<file path="config.mk">
export PLATFORM = sky130hd
export DESIGN_NAME = word_boundary_prefix_matcher_top
export DESIGN_NICKNAME = d
export VERILOG_FILES = /design/src/sv/wbpm_pkg.sv /design/src/sv/wbpm_cell.sv /design/src/sv/word_boundary_prefix_matcher_top.sv
export SDC_FILE = /design/constraint.sdc
export NUM_CORES = 1
export LEC_CHECK = 0
export BUFFER_PORTS_ARGS = -buffer_cell sky130_fd_sc_hd__buf_2
export CAP_MARGIN = 40
export CORE_ASPECT_RATIO = 0.7
export CORE_MARGIN = 2
export CORE_UTILIZATION = 55
export DETAILED_ROUTE_END_ITERATION = 16
export GPL_TIMING_DRIVEN = 1
export PLACE_DENSITY = 0.77
export SLEW_MARGIN = 20
export SYNTH_ARGS = -nofsm -noshare
export SYNTH_HDL_FRONTEND = slang
export SYNTH_HIERARCHICAL = 1
export SYNTH_SLANG_ARGS = --single-unit
export TNS_END_PERCENT = 30
</file>
<file path="constraint.sdc">
create_clock -name clk_i -period 6.85 [get_ports clk_i]
set_clock_uncertainty 0.2 [all_clocks]
set_input_delay 1.37 -clock clk_i [delete_from_list [all_inputs] [get_ports clk_i]]
set_output_delay 1.37 -clock clk_i [all_outputs]
set_load 0.1 [all_outputs]
</file>
<file path="src/sv/wbpm_pkg.sv">
`timescale 1ns / 1ps
// ------------------------------------------------------------------------
// wbpm_pkg
// Sizes, register indexes, cell control and byte helpers of the matcher.
// ------------------------------------------------------------------------
package wbpm_pkg;

  localparam int MAX_PREFIX    = 16;
  localparam int POSITION_BITS = 16;
  // Bytes held by the two 64-bit prefix registers.
  localparam int REG_BYTES     = 16;
  localparam int LEN_W         = $clog2(MAX_PREFIX + 1);
  localparam int OFFSET_W      = 16;

  localparam logic [7:0] ASCII_TOP = 8'h7F;

  typedef enum logic [1:0] {
    CFG_PREFIX_LENGTH = 2'd0,
    CFG_PREFIX_LOW    = 2'd1,
    CFG_PREFIX_HIGH   = 2'd2
  } cfg_idx_e;

  typedef struct packed {
    logic advance;  // a word is taken this cycle
    logic clear;    // that word ends the candidate
  } cell_ctl_t;

  function automatic logic [7:0] fold_case(input logic [7:0] c);
    if (c >= 8'h41 && c <= 8'h5A) begin
      return c + 8'h20;
    end
    return c;
  endfunction

  function automatic logic is_alnum(input logic [7:0] c);
    return (c >= 8'h30 && c <= 8'h39) || (c >= 8'h41 && c <= 8'h5A) ||
           (c >= 8'h61 && c <= 8'h7A);
  endfunction

endpackage

</file>
<file path="src/sv/wbpm_cell.sv">
`timescale 1ns / 1ps
// ------------------------------------------------------------------------
// wbpm_cell
// One prefix position: holds whether an attempt has matched this many
// bytes and hands the result of the current byte to its right neighbor.
// ------------------------------------------------------------------------
module wbpm_cell (
  input  logic              clk_i,
  input  logic              rst_ni,
  input  wbpm_pkg::cell_ctl_t ctl_i,
  input  logic [7:0]        cand_i,   // folded candidate byte
  input  logic [7:0]        pref_i,   // folded prefix byte of this position
  input  logic              start_i,  // an attempt may open here
  input  logic              left_i,   // hand-off from the left neighbor
  input  logic              body_i,   // more prefix bytes follow this one
  input  logic              tail_i,   // this is the last prefix byte
  output logic              hand_o,
  output logic              hit_o
);
  import wbpm_pkg::*;

  logic active_q, active_d;
  logic active, match;

  assign active = active_q | start_i;
  assign match  = active & (cand_i == pref_i);
  assign hand_o = match & body_i;
  assign hit_o  = match & tail_i;

  always_comb begin
    active_d = active_q;
    if (ctl_i.advance) begin
      active_d = ctl_i.clear ? 1'b0 : left_i;
    end
  end

  always_ff @(posedge clk_i or negedge rst_ni) begin
    if (!rst_ni) begin
      active_q <= 1'b0;
    end else begin
      active_q <= active_d;
    end
  end

endmodule

</file>
<file path="src/sv/word_boundary_prefix_matcher_top.sv">
`timescale 1ns / 1ps
// ------------------------------------------------------------------------
// word_boundary_prefix_matcher_top
// Case-folded search for a configured prefix at word boundaries of a
// candidate string streamed one byte per word.
// ------------------------------------------------------------------------
//  channel   direction  handshake               payload
//  in        sink       in_valid_i/in_ready_o   cand_byte_i, is_last_i
//  out       source     out_valid_o/out_ready_i found_o, match_offset_o,
//                                               overflow_o
//  cfg       sink       cfg_we_i (no wait)      cfg_index_i, cfg_wdata_i
//
//  One byte per cycle unless a last byte is held: each byte passes the whole row of
//  MAX_PREFIX cells in the cycle it is taken.
//  The result of a last byte is loaded into the output register as the byte is taken.
//  Reset leaves the block ready at once; there is no clearing pass.
//  While a result waits, non-last bytes keep flowing; only the next last
//  byte is held until the output register frees up.
// ------------------------------------------------------------------------
module word_boundary_prefix_matcher_top (
  input  logic                          clk_i,
  input  logic                          rst_ni,
  input  logic                          in_valid_i,
  output logic                          in_ready_o,
  input  logic [7:0]                    cand_byte_i,
  input  logic                          is_last_i,
  output logic                          out_valid_o,
  input  logic                          out_ready_i,
  output logic                          found_o,
  output logic [wbpm_pkg::OFFSET_W-1:0] match_offset_o,
  output logic                          overflow_o,
  input  logic                          cfg_we_i,
  input  logic [1:0]                    cfg_index_i,
  input  logic [63:0]                   cfg_wdata_i
);
  import wbpm_pkg::*;

  localparam logic [POSITION_BITS-1:0] POS_MAX = '1;

  // Configuration: prefix bytes are stored already folded.
  logic [4:0]                prefix_length_q;
  logic [REG_BYTES-1:0][7:0] prefix_q;

  // Candidate state.
  logic [POSITION_BITS-1:0] pos_q, pos_d;
  logic                     ovf_q, ovf_d;
  logic                     seen_q, seen_d;
  logic [POSITION_BITS-1:0] first_q, first_d;
  logic                     boundary_q, boundary_d;

  // Output register.
  logic                out_valid_q;
  logic                found_q;
  logic [OFFSET_W-1:0] offset_q;
  logic                out_ovf_q;

  logic                  accept, take_last;
  logic [LEN_W-1:0]      len;
  logic [7:0]            cand_fold;
  cell_ctl_t             ctl;
  logic [MAX_PREFIX-1:0] hand, hit, body, tail;
  logic                  hit_any, empty_hit;

  // Hold a last byte only while an unread result blocks the output slot.
  assign in_ready_o = !(out_valid_q && !out_ready_i) || !is_last_i;
  assign accept     = in_valid_i && in_ready_o;
  assign take_last  = accept && is_last_i;

  assign cand_fold   = fold_case(cand_byte_i);
  assign ctl.advance = accept;
  assign ctl.clear   = is_last_i;

  // Clamp the length register to the row size.
  always_comb begin
    if (32'(prefix_length_q) > MAX_PREFIX) begin
      len = LEN_W'(MAX_PREFIX);
    end else begin
      len = LEN_W'(prefix_length_q);
    end
  end

  // Row of cells: cell k tracks attempts that have matched k bytes.
  for (genvar k = 0; k < MAX_PREFIX; k++) begin : g_cell
    logic [7:0] pref;
    logic       left;
    logic       start;

    if (k < REG_BYTES) begin : g_reg
      assign pref = prefix_q[k];
    end else begin : g_zero
      assign pref = 8'h00;
    end

    if (k == 0) begin : g_head
      assign left  = 1'b0;
      assign start = boundary_q;
    end else begin : g_link
      assign left  = hand[k-1];
      assign start = 1'b0;
    end

    assign body[k] = len > LEN_W'(k + 1);
    assign tail[k] = len == LEN_W'(k + 1);

    wbpm_cell u_cell (
      .clk_i   (clk_i),
      .rst_ni  (rst_ni),
      .ctl_i   (ctl),
      .cand_i  (cand_fold),
      .pref_i  (pref),
      .start_i (start),
      .left_i  (left),
      .body_i  (body[k]),
      .tail_i  (tail[k]),
      .hand_o  (hand[k]),
      .hit_o   (hit[k])
    );
  end

  // Only the cell at the prefix end can complete, so at most one hit.
  assign hit_any   = |hit;
  assign empty_hit = (len == '0) && (pos_q == '0);

  always_comb begin
    pos_d      = pos_q;
    ovf_d      = ovf_q;
    seen_d     = seen_q;
    first_d    = first_q;
    boundary_d = boundary_q;
    if (accept) begin
      // Saturate the position and flag the candidate.
      if (pos_q == POS_MAX) begin
        ovf_d = 1'b1;
      end else begin
        pos_d = pos_q + 1'b1;
      end
      // Keep only the earliest completed start.
      if (!seen_q && (hit_any || empty_hit)) begin
        seen_d = 1'b1;
        if (empty_hit) begin
          first_d = '0;
        end else begin
          first_d = pos_q - POSITION_BITS'(len) + 1'b1;
        end
      end
      boundary_d = (cand_byte_i <= ASCII_TOP) && !is_alnum(cand_byte_i);
    end
  end

  // Configuration writes; indexes past the list are dropped.
  always_ff @(posedge clk_i or negedge rst_ni) begin
    if (!rst_ni) begin
      prefix_length_q <= '0;
      prefix_q        <= '0;
    end else if (cfg_we_i) begin
      unique case (cfg_index_i)
        CFG_PREFIX_LENGTH: prefix_length_q <= cfg_wdata_i[4:0];
        CFG_PREFIX_LOW: begin
          for (int j = 0; j < 8; j++) begin
            prefix_q[j] <= fold_case(cfg_wdata_i[8*j +: 8]);
          end
        end
        CFG_PREFIX_HIGH: begin
          for (int j = 0; j < 8; j++) begin
            prefix_q[j+8] <= fold_case(cfg_wdata_i[8*j +: 8]);
          end
        end
        default: ;
      endcase
    end
  end

  // Candidate state: return to the start values after a last byte.
  always_ff @(posedge clk_i or negedge rst_ni) begin
    if (!rst_ni) begin
      pos_q      <= '0;
      ovf_q      <= 1'b0;
      seen_q     <= 1'b0;
      first_q    <= '0;
      boundary_q <= 1'b1;
    end else if (take_last) begin
      pos_q      <= '0;
      ovf_q      <= 1'b0;
      seen_q     <= 1'b0;
      first_q    <= '0;
      boundary_q <= 1'b1;
    end else begin
      pos_q      <= pos_d;
      ovf_q      <= ovf_d;
      seen_q     <= seen_d;
      first_q    <= first_d;
      boundary_q <= boundary_d;
    end
  end

  // Output register: load on a last byte, drop once taken.
  always_ff @(posedge clk_i or negedge rst_ni) begin
    if (!rst_ni) begin
      out_valid_q <= 1'b0;
    end else if (take_last) begin
      out_valid_q <= 1'b1;
    end else if (out_ready_i) begin
      out_valid_q <= 1'b0;
    end
  end

  always_ff @(posedge clk_i) begin
    if (take_last) begin
      found_q   <= seen_d;
      offset_q  <= seen_d ? OFFSET_W'(first_d) : '0;
      out_ovf_q <= ovf_d;
    end
  end

  assign out_valid_o    = out_valid_q;
  assign found_o        = found_q;
  assign match_offset_o = offset_q;
  assign overflow_o     = out_ovf_q;

endmodule

</file>
==> results.toml, run 1 <==
[status]
status = "finished clean"

[clocking]
cts.sinks = 203
post_cts_resized = 0
post_cts_buffers = 0
root_buffer = "clkbuf_16"
h-tree-depth = 1
path_clk_slew_ns = 0.07
cts.path.max_buffers = 3
cts_buffers = 21
postCtsHoldBufs = 0
tritoncts = "yes"
clk_latency_ns = 0.50

[cells_and_area]
design_area_um2 = 13100
seq_area_um2 = 5170
postLayoutCoreUtil_pct = 63.6
syn_to_final_growth_pct = 14.3
final_layout_size_suffix_gt1_share_pct = 20.1
fillers = 1628
multi_input_area_um2 = 5820
fin_nets = 1385

[placement]
hpwl_mm = 20.7
gp_congestion = 0.949
place_area_um2 = 12400
port_buffers = 99

[critical_path]
regToRegSetupSlack_ns = 2.83
timing.rr.start = "prefix_length_q[4]"
cp_slowest_cell = "a21o_1"
max_stage_delay_ns = 0.70
crit_chain = "buf_2 -> nor4_1 -> or3_1 -> a21oi_1 -> a21o_1 -> xnor2_1 -> o2111ai_1 -> nor4_1 -> nor4_1 -> nand4_1 -> o211ai_2 -> buf_4 -> nor3_1 -> a21oi_1 -> nor2_1"
cp-startpoint = "cand_byte_i[3]"
cp-start-kind = "primary input"
cp_num_buf_inv = 2
worst-path-stages = 15
critPathCaptureType = "register"
r2r-end = "match_offset_o[3]"
worstPathMaxFanout = 13
arrival_ns = 5.59
rr_worst_depth = 12
required_ns = 6.90
crit_family = "compound AO/OA/AOI/OAI gates"
cp_common_cell = "nor4_1"
crit_end = "match_offset_o[3]"
crit_type = "primary input to register"

[floorplan]
dieArea_um2 = 22000
die_y_um = 125
rows = 44
core_area_um2 = 20500
start_util_pct = 55.6
io_pins = 100
dieWidth_um = 176

[drt]
top_layer = "met4"
m1WireLength_mm = 13.8
ant_nets = 0
vias = 8919
wl_met3_mm = 2.37
post_drt_wl_per_cell_um = 18.5
dr_wl_met2_mm = 12.0
viasPerCell = 5.76
route.detailed.drc = 0
initialDrtViolationCount = 907
drtPass1Iterations = 5
drt_wl_total_mm = 28.7

[synth]
synth_area_um2 = 11400
netlist_instances = 1133
yosys_warnings = 6
avgSynthCellArea_um2 = 10.1

[global_routing]
antenna_found_initial = 3
gr-total-overflow = 0
grt_pass1_wl_mm = 46.7
grt_pass1_vias = 8687
grt_max_degree = 70
grt.total_usage_pct = 26.6

[sta]
hold_slack_ns = 0.300
slew_headroom_pct = 48.0
worst_slew_pin_slew_ns = 0.770
setup_viol = 0
post-route-period-util_pct = 81.0
rsz0062_at_grt = "no"
slew_violations = 0
clock.fmax_ghz = 0.180
fin_setup_tns_ns = 0
finalCriticalPeriod_ns = 5.55
hold_viol_final = 0

[power]
peakVddDrop_mv = 0.159
cellPowerDensity_nw_per_um2 = 277
p_leak_uw = 0.00561

[worst_hold_path]
hold_path.startpoint = "g_cell[13].pref[7]"
hold_path.class = "register to register"

[job]
drv_cap = 0
[tightest hold or removal path: stages, from the launching register on]
cell and delay [ns]:
dfrtp_1 0.35, nand2_1 0.05, o21ai_0 0.06
[state kept, by name (all words and copies together), names as in the netlist, 5 cells and up]
register and count:
prefix_length_q 5, first_q 16, match_offset_o 16, pos_q 16, g_cell.u_cell/active_q 16, g_cell.pref 128
[worst min path at each step]
stage	cells past startpoint	slack [ns]	endpoint
after detailed placement	2	0.29	g_cell[13].pref[7]
final	2	0.30	g_cell[13].pref[7]
after global placement	2	0.28	g_cell[5].pref[5]
after global routing	2	0.33	g_cell[13].pref[7]
after CTS	2	0.31	g_cell[13].pref[7]
after floorplan	2	0.27	first_q[14]
[report_power, final]
part           leakage [uW]  internal, uW  switching (uW)
clock              0.000318           632             479
combinational       0.00280           427             540
sequential          0.00249          1380             160
total               0.00561          2440            1180
[area by class of cell]
cell class                 instances  share of cell area (%)
clock inverter                     5                   0.259
multi-input combinational        824                    44.6
inverter                          85                    2.44
timing repair buffer             123                    5.64
tap                              276                    2.64
sequential                       203                    39.6
antenna                            2                  0.0383
clock buffer                      31                    4.78
[per-stage QoR]
step / total power, uW / worst slack [ns] / instances
after global routing: 3800 / 0.961 / 1548
after CTS: 3620 / 1.34 / 1546
after detailed placement: 2500 / 0.908 / 1510
after global placement: 2470 / 1.04 / 1506
after floorplan: 2210 / 1.18 / 1148
final: 3620 / 1.30 / 1549
[metal layers]
layer  vias to the layer above  global-route usage, %
met5                         -                      0
met4                         0                   4.91
met3                        34                   4.37
met2                       334                   38.5
met1                      4349                   42.4
li1                       4202                      -
[cells in the final DEF (no fill, tap or decap), types with 19 or more instances in the layout]
| cell type | instances |
|---|---|
| a21oi_1 | 42 |
| nand2_1 | 112 |
| ha_1 | 46 |
| mux2_2 | 84 |
| dfrtp_1 | 184 |
| buf_2 | 99 |
| nor2_1 | 62 |
| xnor2_1 | 141 |
| buf_4 | 19 |
| nor4_1 | 39 |
| o21ai_0 | 83 |
| inv_1 | 83 |
| clkbuf_16 | 22 |
| nand3_1 | 22 |
| nand3b_1 | 20 |
Note: power is estimated with default switching activity, not from simulation.
==> run 2: changes to the inputs <==
clock period = 5.8 ns   (was 6.85 ns; I/O delays follow)
==> results.toml, run 2 (synthesis results as in run 1) <==
[critical_path]
cp-start-kind = "primary input"
arrival_ns = 4.97
required_ns = 5.98
critPathCaptureType = "register"
cp-startpoint = "cand_byte_i[5]"
timing.rr.start = "prefix_length_q[4]"
worstPathMaxFanout = 13
crit_type = "primary input to register"

[global_routing]
grt_pass1_vias = 8532
antenna_found_initial = 3
gr-total-overflow = 0
grt.total_usage_pct = 26.6
grt_pass1_wl_mm = 46.3
grt_max_degree = 88

[clocking]
cts.sinks = 203
post_cts_resized = 0
post_cts_buffers = 0
postCtsHoldBufs = 0
tritoncts = "yes"
cts.path.max_buffers = 3
clk_latency_ns = 0.50
path_clk_slew_ns = 0.07
h-tree-depth = 1
root_buffer = "clkbuf_16"
cts_buffers = 21

[drt]
ant_nets = 0
drt_wl_total_mm = 28.7
viasPerCell = 5.78
drtPass1Iterations = 5
post_drt_wl_per_cell_um = 18.5
initialDrtViolationCount = 914
vias = 8947
route.detailed.drc = 0

[floorplan]
dieArea_um2 = 22000
die_y_um = 125
start_util_pct = 55.6
core_area_um2 = 20500
rows = 44
dieWidth_um = 176
io_pins = 100

[placement]
hpwl_mm = 20.5
gp_congestion = 0.927
port_buffers = 99

[cells_and_area]
fin_nets = 1383
largest_reg_flops = 128
final_layout_size_suffix_gt1_share_pct = 19.9
syn_to_final_growth_pct = 14.6
final_common_cell = "dfrtp_1"
final_cell_mix = "dfrtp_1, xnor2_1, nand2_1"

[sta]
worst_slew_pin_slew_ns = 0.833
finalCriticalPeriod_ns = 4.79
hold_slack_ns = 0.303
hold_viol_final = 0
fin_setup_tns_ns = 0
rsz0062_at_grt = "no"
post-route-period-util_pct = 82.5
setup_viol = 0
clock.fmax_ghz = 0.209
slew_violations = 0
slew_headroom_pct = 44.3

[worst_hold_path]
hold_path.startpoint = "boundary_q"
hold_path.class = "register to register"

[power]
cellPowerDensity_nw_per_um2 = 333
peakVddDrop_mv = 0.197
p_leak_uw = 0.00562

[job]
drv_cap = 0

[status]
status = "finished clean"
run 2: layout make-up:
cell class	instances	area, um2
Antenna cell	2	5.00
Clock buffer	28	572
Clock inverter	9	133
Fill cell	1637	7440
Inverter	85	319
Multi-Input combinational cell	824	5820
Sequential cell	203	5170
Tap cell	276	345
Timing Repair Buffer	121	724
run 2: worst paths after layout:
| kind | end | slack, ns | depth (start not counted) |
|---|---|---|---|
| setup reg to reg | match_offset_o[15] | 1.90 | 10 |
| max in group asynchronous | g_cell[0].pref[4] | 3.81 | 3 |
| hold / removal | boundary_q | 0.30 | 2 |
| hold reg to reg | boundary_q | 0.30 | 2 |
| min in group asynchronous | out_valid_o | 0.34 | 1 |
| setup / recovery | match_offset_o[11] | 1.01 | 19 |
run 2: layer usage:
layer,up-vias,routed length [um],global-route usage [%],part of all wire [%]
li1,4212,-,-,-
met1,4368,13900,43.4,49
met2,330,12000,37.2,42
met3,37,2310,3.85,8.0
met4,0,421,5.35,1.5
met5,-,0,0,0
run 2: critical path, stage by stage:
cell and delay, ns:
buf_2 0.13, inv_1 0.12, ha_1 0.16, nand2b_1 0.05, a21oi_1 0.12, o21ai_0 0.09
a21oi_1 0.43, a21o_1 0.26, buf_4 0.28, xnor2_1 0.11, o2111ai_1 0.13, nor4_1 0.10
nor4_1 0.35, nand4_1 0.32, o211ai_2 0.55, buf_4 0.28, nand2_1 0.07, o21ai_0 0.08
and2_1 0.15
run 2: report_power, final:
group / internal (uW) / switching, uW
Sequential: 1630 / 192
Clock: 831 / 568
Combinational: 502 / 637
run 2: stage by stage:
stage	setup slack (ns)	instance area [um2]	instances	utilization (%)	power, uW
after global routing	0.722	13100	1546	63.7	4580
after floorplan	0.343	11500	1148	-	2610
final	1.01	13100	1548	63.7	4360
after CTS	1.03	13100	1545	63.6	4360
after global placement	0.692	12300	1506	60.0	2910
after detailed placement	0.552	12400	1508	60.2	2950
